File: src/rtl/lsrq_pkg.sv
package lsrq_pkg;

  typedef enum logic [1:0] {
    FUNC_PUSH  = 2'd0,
    FUNC_POP   = 2'd1,
    FUNC_RANGE = 2'd2
  } func_e;

  typedef enum logic [1:0] {
    KIND_POPPED    = 2'd0,
    KIND_POP_EMPTY = 2'd1,
    KIND_RANGE     = 2'd2
  } kind_e;

  localparam int unsigned DataW   = 32;
  localparam int unsigned ResultW = 33;

  localparam logic signed [DataW-1:0] MaxSeed = 32'sd0;
  localparam logic signed [DataW-1:0] MinSeed = 32'sd100000;

  typedef struct packed {
    logic start;
    logic sample;
  } scan_ctl_t;

endpackage

File: src/rtl/lsrq_scan.sv
module lsrq_scan (
  input  logic                                  clk_i,
  input  logic                                  rst_ni,
  input  lsrq_pkg::scan_ctl_t                   ctl_i,
  input  logic signed [lsrq_pkg::DataW-1:0]     sample_i,
  output logic signed [lsrq_pkg::ResultW-1:0]   range_o
);

  logic signed [lsrq_pkg::DataW-1:0] hi_q, hi_d;
  logic signed [lsrq_pkg::DataW-1:0] lo_q, lo_d;

  always_comb begin
    hi_d = hi_q;
    lo_d = lo_q;
    if (ctl_i.start) begin
      hi_d = lsrq_pkg::MaxSeed;
      lo_d = lsrq_pkg::MinSeed;
    end else if (ctl_i.sample) begin
      if (sample_i > hi_q) begin
        hi_d = sample_i;
      end
      if (sample_i < lo_q) begin
        lo_d = sample_i;
      end
    end
  end

  always_ff @(posedge clk_i or negedge rst_ni) begin
    if (!rst_ni) begin
      hi_q <= lsrq_pkg::MaxSeed;
      lo_q <= lsrq_pkg::MinSeed;
    end else begin
      hi_q <= hi_d;
      lo_q <= lo_d;
    end
  end

  assign range_o = {hi_q[lsrq_pkg::DataW-1], hi_q} - {lo_q[lsrq_pkg::DataW-1], lo_q};

endmodule

File: config.mk
export PLATFORM = sky130hd
export DESIGN_NAME = lsrq_scan
export DESIGN_NICKNAME = d
export VERILOG_FILES = /design/src/rtl/lsrq_pkg.sv /design/src/rtl/lsrq_scan.sv
export SDC_FILE = /design/constraint.sdc
export NUM_CORES = 1
export LEC_CHECK = 0
export BUFFER_PORTS_ARGS = -buffer_cell sky130_fd_sc_hd__buf_2
export CORE_ASPECT_RATIO = 2
export CORE_MARGIN = 4
export CORE_UTILIZATION = 45
export DETAILED_ROUTE_END_ITERATION = 6
export GPL_TIMING_DRIVEN = 0
export PLACE_DENSITY = 0.74
export SLEW_MARGIN = 30
export SYNTH_ARGS = -nofsm -noshare
export SYNTH_HDL_FRONTEND = slang
export SYNTH_SLANG_ARGS = --single-unit
export TNS_END_PERCENT = 50
File: constraint.sdc
create_clock -name clk_i -period 4.5 [get_ports clk_i]
set_input_delay 0.675 -clock clk_i [delete_from_list [all_inputs] [get_ports clk_i]]
set_output_delay 0.675 -clock clk_i [all_outputs]
set_load 0.03 [all_outputs]
==> flow_metrics.tcl <==
set metrics [dict create \
    status "completed" \
    cp-startpoint "hi_q[0]$_DFFE_PN0P_" \
    routed_wl_um 17490 \
    syn_to_final_growth_pct 14.01 \
    num_rows 60 \
    antenna_cells 0 \
    synth.distinct_cells 48 \
    worstSetupEndpointType "primary output" \
    reg2reg_depth 11 \
    fp.dieArea_mm2 0.01594 \
    fillers 1283 \
    hold_violations 0 \
    drive_gt1_frac 0.1343 \
    max_freq_mhz 236.4 \
    worst_setup_path_start_kind "flip-flop" \
    slew_viol_final 0 \
    worst_pin_slew_ns 0.7155 \
    syn-num-nets 837 \
    grt_max_degree 48 \
    start_util 0.4620 \
    regArea_mm2 0.001609 \
    routed-via-count 5494 \
    firstDrtPassIters 4 \
    port_buffers 67 \
    ys_ff_latch 64 \
    rsz0062_at_grt "false" \
    min_period_ns 4.230 \
    vias_per_cell 5.820 \
    synth_edf_count 0 \
    post-place-cells 928 \
    seq_area_frac_synth 0.2577 \
    synth_top_area_frac 0.2325 \
    crit_required_ns 3.83 \
    leakagePower_uw 0.003499 \
    finClkSkew_ns 0.007326 \
    reg2reg_from "lo_q[5]$_DFFE_PN1P_" \
    cap_viol_max_count 0 \
    hp-class "input port to async pin" \
    maxSlewHeadroom 0.5167 \
    critPathMaxFanout 4 \
    finalCritPeriodShare 0.9400 \
    antenna_found_initial 0 \
    clk_path_buf_depth 2 \
    grt_pass1_vias 5839 \
    clk_pin_slew_ns 0.06 \
    reg2reg_to "lo_q[11]$_DFFE_PN0P_" \
    r2r_slack_ns 1.20 \
    grt_pass1_wl_um 28510 \
    die_height_um 174.6 \
    clk_latency_ns 0.34 \
    drc 0 \
    syn-instance-count 705 \
    cts_tree "built" \
    grtUsageTotal 0.2249 \
    syn_area_mm2 0.006243 \
    yosysTopAreaCell "dfrtp_1" \
    synth_ff_type "dfrtp_1" \
    routedWlPerCell_um 18.53 \
    drt_iter0_markers 215 \
    stdcell_count 944 \
    die_width_um 91.29 \
    h-tree-depth 3 \
    clock-root-buffer "clkbuf_16" \
    tns_ns 0 \
    synth_area_leaders "dfrtp_1, ha_1, mux2i_1" \
    setup_viol 0 \
    worstSetupPathType "flip-flop to primary output" \
    cts_setup_buffers 0 \
    cp_data_arrival_time_ns 3.55 \
    dpl.hpwl_um 13900 \
    io_pins 69 \
    peakVddDrop_uv 216.4 \
    clock_sinks 64 \
    core_mm2 0.01351 \
    finalPower_uw 2713 \
    power_density_mw_per_mm2 381.1 \
    yosysWarningCount 0 \
    nets 916 \
    routabilityCongestion 0.9114 \
    avgSynthCellArea_um2 8.856 \
    cts_buffers 9 \
    overflow 0 \
    multiInputGateArea_mm2 0.004234 \
    ant_nets 0 \
    async_flop_share 1.000 \
    synth_common_cells "ha_1, nand2b_1, inv_1" \
]
## what timing repair did
item                       in CTS  in global routing
resized for setup               0                  2
setup endpoints to repair       0                  2
hold buffers                    0                  0
## routing by layer
metal | part of all wire | global-route usage | vias up | routed length [µm]
met5 | 0 | 0 | - | 0
met4 | 0.052 | 0.1373 | 0 | 903
met3 | 0.036 | 0.02844 | 54 | 636
met2 | 0.55 | 0.4211 | 160 | 9616
met1 | 0.36 | 0.2322 | 2641 | 6336
li1 | - | - | 2639 | -
## state kept, by name (all words and copies together), names as in the netlist
register	count
lo_q	32
hi_q	32
## per-stage QoR
| step | hold slack [ns] | area, µm² | setup slack, ns | util |
|---|---|---|---|---|
| global placement | 0.5141 | 6773 | 0.4448 | 0.5012 |
| CTS | 0.2166 | 7109 | 0.05128 | 0.5261 |
| global route | 0.2230 | 7118 | 0.09609 | 0.5268 |
| finish | 0.2136 | 7118 | 0.2701 | 0.5268 |
| floorplan | 0.3794 | 6243 | 1.155 | - |
| detailed placement | 0.5260 | 6803 | 0.4492 | 0.5034 |
## worst max-delay path by stage
| stage | end | slack (ns) |
|---|---|---|
| 3_3_place_gp | range_o[30] | 0.44 |
| 5_1_grt | range_o[30] | 0.1 |
| 6_report | range_o[30] | 0.27 |
| 4_1_cts | range_o[30] | 0.05 |
| 2_1_floorplan | range_o[30] | 1.15 |
| 3_5_place_dp | range_o[30] | 0.45 |
## cells by family (layout without fill, tap and decap cells)
kind of cell / count (synthesis) / after routing / share of synthesized area
mux: 65 / 65 / 0.1048
fa+ha+maj: 96 / 96 / 0.1936
flops: 64 / 64 / 0.2577
compound gates: 145 / 145 / 0.1531
simple gates: 210 / 210 / 0.1860
xor+xnor: 28 / 28 / 0.03928
buf+inv: 97 / 181 / 0.06553
## report_power, final
| group | total [µW] | internal (µW) | switching (µW) | leakage [µW] |
|---|---|---|---|---|
| clock | 724 | 446 | 279 | 0.000145 |
| combinational | 1320 | 484 | 840 | 0.00250 |
| sequential | 664 | 624 | 39.9 | 0.000854 |
## critical path: stages (launching register included)
cell      delay, ns
dfrtp_1        0.37
inv_1          0.06
ha_1           0.23
fa_1           0.40
nor2b_1        0.17
o211ai_1       0.18
a21oi_2        0.30
o31ai_2        0.14
a21oi_1        0.40
o32ai_1        0.24
o31ai_1        0.28
xnor2_1        0.20
buf_2          0.25
## cells in the final DEF (no fill, tap or decap), types with 3 or more instances in the layout
cell type	n
nand2_1	26
nand3_1	10
ha_1	95
o21ai_1	9
a211oi_1	8
nor3_1	6
a31oi_1	6
buf_2	66
clkbuf_16	9
nor4_1	4
clkbuf_1	17
nor2_1	35
a211o_1	3
nand2b_1	95
dfstp_2	6
o31ai_1	4
dfrtp_1	58
o21ai_0	13
nand4_1	16
xor2_1	8
a21o_1	29
o21a_1	4
buf_6	6
inv_1	74
a21oi_1	43
nor2b_1	9
xnor2_1	20
o211ai_1	9
mux2i_1	64
## area by class of cell
cell class	instances	share of cell area
clock inverter	6	0.009492
clock buffer	10	0.03357
sequential	64	0.2260
tap	155	0.02725
buffer	23	0.01846
timing repair buffer	68	0.05133
multi-input combinational	544	0.5948
inverter	74	0.03902
(Power assumes the default switching activity.)
